## config.mk

```make
export PLATFORM = sky130hd
export DESIGN_NAME = frame_time_window_monitor
export DESIGN_NICKNAME = d
export VERILOG_FILES = /design/src/design/ftwm_pkg.sv /design/src/design/frame_time_window_monitor.sv
export SDC_FILE = /design/constraint.sdc
export NUM_CORES = 2
export LEC_CHECK = 0
export ABC_AREA = 1
export BUFFER_PORTS_ARGS = -buffer_cell sky130_fd_sc_hd__buf_2
export CORE_MARGIN = 3
export CORE_UTILIZATION = 50
export CTS_CLUSTER_SIZE = 20
export DETAILED_ROUTE_END_ITERATION = 6
export MAX_ROUTING_LAYER = met4
export PLACE_DENSITY = 0.67
export SYNTH_ARGS = -nofsm -noshare
export SYNTH_HDL_FRONTEND = slang
export SYNTH_SLANG_ARGS = --single-unit
```

## constraint.sdc

```tcl
create_clock -name clk -period 5.1 [get_ports clk]
set_input_delay 0.51 -clock clk [delete_from_list [all_inputs] [get_ports clk]]
set_output_delay 0.51 -clock clk [all_outputs]
set_load 0.01 [all_outputs]
```

## src/design/ftwm_pkg.sv

```systemverilog
// Shared types and constants of the frame-time window monitor.
package ftwm_pkg;

  localparam int unsigned FT_W   = 20;
  localparam int unsigned RATE_W = 22;
  localparam int unsigned ACC_W  = 21;
  localparam int unsigned HIST_W = 11;
  localparam int unsigned CIDX_W = 2;

  localparam logic [RATE_W-1:0] RATE_NUM   = 22'd4096000;
  localparam logic [7:0]        DECAY_MUL  = 8'd246;
  localparam logic [FT_W-1:0]   PERIOD_RST = 20'd46080;
  localparam logic [HIST_W-1:0] HIST_RST   = 11'd600;
  localparam logic [HIST_W-1:0] HIST_MIN   = 11'd2;

  typedef enum logic [CIDX_W-1:0] {
    REG_SHOW   = 2'd0,
    REG_PERIOD = 2'd1,
    REG_HIST   = 2'd2
  } cfg_reg_t;

  typedef enum logic [2:0] {
    ST_IDLE,
    ST_SUM,
    ST_DIVM,
    ST_DIVR,
    ST_EMIT
  } state_t;

endpackage

```

## src/design/frame_time_window_monitor.sv

```systemverilog
// Top level of the frame-time window monitor.
//
// Frame-time samples arrive on the in_ stream, one per transaction, in units
// of 1/256 ms. Each sample is written into a ring of the newest samples and
// updates the worst sample. While display is enabled, samples also feed a
// refresh accumulator; when it reaches the refresh period, one result
// transaction leaves on the out_ stream with the window mean, the frame rate
// in 1/16 fps, the worst sample and the number of samples averaged.
// A sample that causes no result does not hold the in_ stream. A sample that
// causes a result is offered on the out_ stream after the ring is read back
// one entry per cycle to form a sum of SUM_W = 20 + clog2(WINDOW + 1) bits,
// where WINDOW defaults to 96, and a bit-serial divider produces the mean and
// afterwards the rate, one quotient bit per cycle. A mean of zero skips the
// rate division. Only one sample is processed at a time. The result sits in an
// output register, so a stalled receiver holds the block only when a second
// result is ready. Reset clears all control state and sets the registers to
// their defaults; the ring contents need no clearing.
module frame_time_window_monitor
  import ftwm_pkg::*;
#(
  parameter int unsigned WINDOW = 96
) (
  input  logic                         clk,
  input  logic                         rst_n,
  input  logic                         in_tvalid,
  output logic                         in_tready,
  // frame_time [19:0], zero padding above.
  input  logic [23:0]                  in_tdata,
  input  logic                         cfg_valid,
  output logic                         cfg_ready,
  input  logic [CIDX_W-1:0]            cfg_index,
  input  logic [FT_W-1:0]              cfg_data,
  output logic                         out_tvalid,
  input  logic                         out_tready,
  // mean_frame_time, frame_rate, worst_frame_time, window_count, zero padding.
  output logic [((2*FT_W+RATE_W+$clog2(WINDOW+1)+7)/8)*8-1:0] out_tdata
);

  localparam int unsigned CW   = $clog2(WINDOW + 1);
  localparam int unsigned AW   = (WINDOW > 1) ? $clog2(WINDOW) : 1;
  localparam int unsigned SW   = FT_W + CW;
  localparam int unsigned DW   = SW + 1;
  localparam int unsigned DCW  = $clog2(DW + 1);
  localparam int unsigned OTW  = ((2*FT_W + RATE_W + CW + 7) / 8) * 8;

  logic [FT_W-1:0]   ring [WINDOW];

  state_t            state_r, state_nxt;
  logic [AW-1:0]     wp_r, wp_nxt;
  logic [CW-1:0]     cnt_r, cnt_nxt;
  logic [SW-1:0]     sum_r, sum_nxt;
  logic [FT_W-1:0]   worst_r, worst_nxt;
  logic [ACC_W-1:0]  acc_r, acc_nxt;
  logic              show_r, show_nxt;
  logic [FT_W-1:0]   period_r, period_nxt;
  logic [HIST_W-1:0] hist_r, hist_nxt;
  logic [AW-1:0]     rd_ptr_r, rd_ptr_nxt;
  logic [CW-1:0]     rd_left_r, rd_left_nxt;
  logic              rd_pend_r, rd_pend_nxt;
  logic [FT_W-1:0]   rd_data_r;
  logic [DW-1:0]     num_r, num_nxt;
  logic [DW-1:0]     quo_r, quo_nxt;
  logic [FT_W-1:0]   rem_r, rem_nxt;
  logic [FT_W-1:0]   den_r, den_nxt;
  logic [DCW-1:0]    dcnt_r, dcnt_nxt;
  logic [FT_W-1:0]   mean_r, mean_nxt;
  logic              out_tvalid_r, out_tvalid_nxt;
  logic [OTW-1:0]    out_tdata_r, out_tdata_nxt;

  logic              in_fire;
  logic              rd_en;
  logic [FT_W-1:0]   sample;
  logic [HIST_W-1:0] eff_lim;
  logic [CW:0]       cnt_inc;
  logic [CW-1:0]     cnt_upd;
  logic [ACC_W-1:0]  acc_add;
  logic              emit;
  logic [FT_W:0]     trial;
  logic              ge;
  logic [FT_W-1:0]   mean_sat;
  logic [RATE_W-1:0] rate_sat;
  logic [27:0]       dec_prod;
  logic              out_free;

  assign in_tready  = (state_r == ST_IDLE);
  assign cfg_ready  = 1'b1;
  assign out_tvalid = out_tvalid_r;
  assign out_tdata  = out_tdata_r;

  assign in_fire  = in_tvalid && in_tready;
  assign sample   = in_tdata[FT_W-1:0];
  assign out_free = !out_tvalid_r || out_tready;
  assign rd_en    = (state_r == ST_SUM) && (rd_left_r != '0);

  always_comb begin
    eff_lim = (hist_r < HIST_MIN) ? HIST_MIN : hist_r;
    if (eff_lim > HIST_W'(WINDOW)) begin
      eff_lim = HIST_W'(WINDOW);
    end
    cnt_inc = {1'b0, cnt_r} + (CW+1)'(1);
    cnt_upd = (cnt_inc > (CW+1)'(eff_lim)) ? eff_lim[CW-1:0] : cnt_inc[CW-1:0];
    acc_add = acc_r + ACC_W'(sample);
    emit    = show_r && (acc_add >= ACC_W'(period_r));
  end

  always_comb begin
    trial    = {rem_r, num_r[DW-1]};
    ge       = (trial >= {1'b0, den_r});
    mean_sat = (quo_r[DW-1:FT_W] != '0) ? '1 : quo_r[FT_W-1:0];
    rate_sat = (quo_r[DW-1:RATE_W] != '0) ? '1 : quo_r[RATE_W-1:0];
    dec_prod = worst_r * DECAY_MUL;
  end

  always_comb begin
    state_nxt = state_r;
    case (state_r)
      ST_IDLE: begin
        if (in_fire && emit) begin
          state_nxt = ST_SUM;
        end
      end
      ST_SUM: begin
        if ((rd_left_r == '0) && !rd_pend_r) begin
          state_nxt = ST_DIVM;
        end
      end
      ST_DIVM: begin
        if (dcnt_r == '0) begin
          state_nxt = (mean_sat == '0) ? ST_EMIT : ST_DIVR;
        end
      end
      ST_DIVR: begin
        if (dcnt_r == '0) begin
          state_nxt = ST_EMIT;
        end
      end
      ST_EMIT: begin
        if (out_free) begin
          state_nxt = ST_IDLE;
        end
      end
      default: state_nxt = ST_IDLE;
    endcase
  end

  always_comb begin
    wp_nxt         = wp_r;
    cnt_nxt        = cnt_r;
    sum_nxt        = sum_r;
    worst_nxt      = worst_r;
    acc_nxt        = acc_r;
    show_nxt       = show_r;
    period_nxt     = period_r;
    hist_nxt       = hist_r;
    rd_ptr_nxt     = rd_ptr_r;
    rd_left_nxt    = rd_left_r;
    rd_pend_nxt    = rd_en;
    num_nxt        = num_r;
    quo_nxt        = quo_r;
    rem_nxt        = rem_r;
    den_nxt        = den_r;
    dcnt_nxt       = dcnt_r;
    mean_nxt       = mean_r;
    out_tvalid_nxt = out_tvalid_r && !out_tready;
    out_tdata_nxt  = out_tdata_r;

    if (cfg_valid) begin
      case (cfg_index)
        REG_SHOW:   show_nxt   = cfg_data[0];
        REG_PERIOD: period_nxt = cfg_data;
        REG_HIST:   hist_nxt   = cfg_data[HIST_W-1:0];
        default: ;
      endcase
    end

    case (state_r)
      ST_IDLE: begin
        if (in_fire) begin
          wp_nxt      = (wp_r == AW'(WINDOW - 1)) ? '0 : wp_r + AW'(1);
          cnt_nxt     = cnt_upd;
          worst_nxt   = (sample > worst_r) ? sample : worst_r;
          rd_ptr_nxt  = wp_r;
          rd_left_nxt = cnt_upd;
          sum_nxt     = '0;
          if (show_r) begin
            acc_nxt = emit ? '0 : acc_add;
          end
        end
      end
      ST_SUM: begin
        if (rd_en) begin
          rd_ptr_nxt  = (rd_ptr_r == '0) ? AW'(WINDOW - 1) : rd_ptr_r - AW'(1);
          rd_left_nxt = rd_left_r - CW'(1);
        end
        if (rd_pend_r) begin
          sum_nxt = sum_r + SW'(rd_data_r);
        end
        if ((rd_left_r == '0) && !rd_pend_r) begin
          num_nxt  = {1'b0, sum_r};
          den_nxt  = FT_W'(cnt_r);
          rem_nxt  = '0;
          quo_nxt  = '0;
          dcnt_nxt = DCW'(DW);
        end
      end
      ST_DIVM, ST_DIVR: begin
        if (dcnt_r != '0) begin
          rem_nxt  = ge ? FT_W'(trial - {1'b0, den_r}) : trial[FT_W-1:0];
          quo_nxt  = {quo_r[DW-2:0], ge};
          num_nxt  = {num_r[DW-2:0], 1'b0};
          dcnt_nxt = dcnt_r - DCW'(1);
        end else if (state_r == ST_DIVM) begin
          mean_nxt = mean_sat;
          num_nxt  = DW'(RATE_NUM);
          den_nxt  = mean_sat;
          rem_nxt  = '0;
          quo_nxt  = '0;
          dcnt_nxt = DCW'(DW);
        end
      end
      ST_EMIT: begin
        if (out_free) begin
          out_tvalid_nxt = 1'b1;
          out_tdata_nxt  = OTW'({cnt_r, worst_r,
                                 (mean_r == '0) ? RATE_W'(0) : rate_sat, mean_r});
          worst_nxt      = dec_prod[27:8];
        end
      end
      default: ;
    endcase
  end

  always_ff @(posedge clk) begin
    if (in_fire) begin
      ring[wp_r] <= sample;
    end
    if (rd_en) begin
      rd_data_r <= ring[rd_ptr_r];
    end
  end

  always_ff @(posedge clk) begin
    if (!rst_n) begin
      state_r      <= ST_IDLE;
      wp_r         <= '0;
      cnt_r        <= '0;
      sum_r        <= '0;
      worst_r      <= '0;
      acc_r        <= '0;
      show_r       <= 1'b0;
      period_r     <= PERIOD_RST;
      hist_r       <= HIST_RST;
      rd_left_r    <= '0;
      rd_pend_r    <= 1'b0;
      dcnt_r       <= '0;
      out_tvalid_r <= 1'b0;
    end else begin
      state_r      <= state_nxt;
      wp_r         <= wp_nxt;
      cnt_r        <= cnt_nxt;
      sum_r        <= sum_nxt;
      worst_r      <= worst_nxt;
      acc_r        <= acc_nxt;
      show_r       <= show_nxt;
      period_r     <= period_nxt;
      hist_r       <= hist_nxt;
      rd_left_r    <= rd_left_nxt;
      rd_pend_r    <= rd_pend_nxt;
      dcnt_r       <= dcnt_nxt;
      out_tvalid_r <= out_tvalid_nxt;
    end
  end

  always_ff @(posedge clk) begin
    rd_ptr_r    <= rd_ptr_nxt;
    num_r       <= num_nxt;
    quo_r       <= quo_nxt;
    rem_r       <= rem_nxt;
    den_r       <= den_nxt;
    mean_r      <= mean_nxt;
    out_tdata_r <= out_tdata_nxt;
  end

endmodule
```

==> results.yml <==
yosys:
  synth_common_cells: "edfxtp_1, nor2_1, o21ai_0"
  synth_cell_type_count: 58
  ys_ff_latch: 2263
  muxShareOfSynthArea_pct: 0
  synth_edf_count: 2132
  synth.most_common_cell: "edfxtp_1"
  synth_compound_area_share_pct: 14.07
  yosys.area_share.simple_pct: 8.654
  synth_top_area_share_pct: 66.25
  synth-adder-area-share_pct: 3.750
  avgSynthCellArea_um2: 12.34
  yosysSeqAreaShare_pct: 68.96
  synth_top_family_by_area: "compound AO/OA/AOI/OAI gates"
  ys_warn_count: 0
  netlist_area_mm2: 0.09664
  yosysTopAreaCell: "edfxtp_1"
  synth-main-ff-cell: "edfxtp_1"
  async_reset_ff_share_pct: 0
  synth_cells: 7832
  synth.area.top_cells: "edfxtp_1, o21ai_0, nor2_1"
  synthXorXnorAreaFrac_pct: 0.5166
worst_setup_path:
  slowest_delay_ns: 0.55
  cp_num_buf_inv: 4
  crit_chain: "inv_1 > fa_1 > inv_1 > fa_1 > fa_1 > inv_1 > fa_1 > inv_1 > ha_1 > a21oi_1 > a21boi_0 > nand2_1 > a21oi_1 > o21bai_1 > xor2_1 > a21oi_1 > nor2_1"
  crit_type: "register to register"
  slowest_stage: "fa_1"
  cp-end-kind: "register"
  cp_data_required_time_ns: 5.86
  crit_arrival_ns: 5.48
  regToRegSetupSlack_ns: 0.38
  crit_fanout: 5
  critPathTopFamily: "adder cells"
  critPathLaunchType: "register"
detailed_routing:
  routedWlPerCell_um: 25.29
  drc: 0
  dr.pass1.iters: 5
  routed_wl_mm: 269.1
  vias_per_cell: 6.090
  ant_nets: 0
  num_vias: 64790
  drtIter0Drc: 7809
cells_and_area:
  stdcell_count: 10640
  n_fill_cell: 15290
  finalInstanceArea_mm2: 0.1075
  final_nets: 8234
  multi_input_area_mm2: 0.02637
  seqCellArea_mm2: 0.06664
  post-route-util_pct: 56.25
  syn_to_final_growth_pct: 11.28
  drive_above_1_share_pct: 9.791
global_routing:
  grt_pass1_wl_mm: 396.9
  grt_pass1_vias: 61190
  grt-ovfl-total: 0
  grt_max_degree: 194
  grt_antenna_before_repair: 15
  grt.total_usage_pct: 27.46
floorplanning:
  die-area_mm2: 0.1986
  boundaryPins: 126
  die_x_um: 445.6
  die_h_um: 445.6
  row_count: 160
  core_mm2: 0.1912
  initial_utilization_pct: 50.55
sta:
  finalSetupViolations: 0
  finClkSkew_ns: 0.03869
  hold_viol_final: 0
  setup-tns-final_ns: 0
  slew_violations: 0
  min_period_over_period_pct: 92.52
  fmax_mhz: 211.9
  worstMarginPinSlew_ns: 1.306
  rsz0062_at_grt: "no"
  fin_crit_ns: 4.719
  relSlewSlack_pct: 12.84
power_and_ir_drop:
  internal-power_mw: 34.42
  p_clk_share_pct: 29.5
  swShare_pct: 35.62
  ir_drop_uv: 614.1
  leakage_nw: 36.13
  combPwrFrac_pct: 31.0
  p_sw_mw: 19.05
  p_total_mw: 53.46
  seq_power_share_pct: 39.4
  powerDensity_mw_per_mm2: 497.2
job:
  max_cap_violations: 0
placement:
  dp.cells: 10190
  place_area_mm2: 0.1003
  place_congestion: 0.9374
  dpl.hpwl_mm: 159.1
  numPortBuffers: 117
cts:
  postCtsSetupRepairBufs: 0
  clk_pin_slew_worst_paths_ns: 0.06
  cts_buffer_depth: 3
  numClockSinks: 2263
  clock_latency_ns: 0.87
  cts_tree: "built"
  cts_inserted_buffers: 221
  htree_levels: 4
  cts-root-buf: "clkbuf_16"
hold_path:
  worstHoldPathType: "primary input to register"
outcome:
  outcome: "finished clean"
[metal layers]
layer  vias to the layer above  share of wire (%)  global-route usage (%)
li1                      29150                  -                       -
met1                     32090                 42                   38.56
met2                      3086                 46                   40.75
met3                       460                9.0                   4.538
met4                         0                3.7                   9.818
met5                         -                  0                       -
[final timing paths]
path,end,startpoint,cells after the start
worst min-delay path,out_tvalid$_SDFF_PN0_,out_tready,4
worst max-delay path,worst_r[11]$_SDFFE_PN0P_,worst_r[8]$_SDFFE_PN0P_,17
worst max register to register,worst_r[11]$_SDFFE_PN0P_,worst_r[8]$_SDFFE_PN0P_,17
worst min register to register,out_tdata[15]$_DFFE_PP_,mean_r[15]$_DFFE_PP_,0
[cell usage in the layout, fill, tap and decap left out, types with 24 or more instances in the layout]
master,Yosys,final
a21oi_1,286,285
nor3_1,29,27
dlygate4sd3_1,0,32
o221ai_1,240,240
clkinv_2,0,44
nand4_1,24,24
clkinv_1,0,40
inv_1,363,362
o21ai_1,155,155
ha_1,176,176
o21ai_0,1044,1044
xor2_1,30,30
xnor2_1,27,27
fa_1,71,71
clkbuf_16,0,223
dfxtp_1,131,131
buf_2,121,97
nand2_1,559,559
nor2_1,1241,1147
clkbuf_1,263,61
nand3_1,176,176
o211ai_1,246,246
nor2_2,6,96
edfxtp_1,2132,2132
buf_4,50,214
o22ai_1,249,249
buf_12,0,28
[sequential cells by signal, summed over array words and instances, names as in the netlist, 11 cells and up]
signal / count
ring: 1920
out_tdata: 69
num_r: 28
quo_r: 28
sum_r: 27
acc_r: 21
den_r: 20
mean_r: 20
period_r: 20
rd_data_r: 20
rem_r: 20
worst_r: 20
hist_r: 11
[final cells by class]
type                       count  share of cell area, %
sequential                  2263                  61.97
multi-input combinational   4698                  24.52
clock buffer                 285                  5.415
tap                         2511                  2.921
timing repair buffer         371                  2.764
inverter                     381                  1.361
clock inverter               122                  1.027
antenna                        7                0.01629
[worst register-to-register path, stage by stage (launching register included)]
cell and delay (ns):
dfxtp_1 0.44, inv_1 0.22, fa_1 0.55, inv_1 0.05, fa_1 0.45, fa_1 0.49
inv_1 0.06, fa_1 0.47, inv_1 0.04, ha_1 0.34, a21oi_1 0.23, a21boi_0 0.31
nand2_1 0.12, a21oi_1 0.30, o21bai_1 0.16, xor2_1 0.19, a21oi_1 0.16, nor2_1 0.05
[cell families (layout without fill, tap and decap cells)]
logic type	after synthesis	after routing
compound gates	2303	2303
xor+xnor	57	57
other cells	2	12
buf+inv	874	1159
flops	2263	2263
simple gates	2086	2086
fa+ha+maj	247	247
[metrics by stage]
stage                     setup slack, ns  hold slack [ns]
after global placement             0.3491           0.4379
after CTS                          0.3057          0.01922
final                              0.3813          0.08753
after floorplan                   0.07767           0.4249
after global routing              0.01116          0.07048
after detailed placement           0.3434           0.4409
[power by group through the flow]
stage	Clock, mW	Sequential [mW]	Combinational [mW]
after floorplan	0	21.4	11.2
after global placement	0	21.5	16.1
after detailed placement	0	21.5	16.3
after CTS	16.0	21.1	16.4
after global routing	16.7	21.1	18.2
final	15.8	21.1	16.6
[repair_timing]
| item | in CTS | in global routing |
|---|---|---|
| gates resized for setup | 0 | 1 |
| setup endpoints to repair | 0 | 1 |
| endpoints found under the hold margin | 39 | 0 |
| hold buffers | 32 | 0 |
Note: power is estimated with default switching activity, not from simulation.
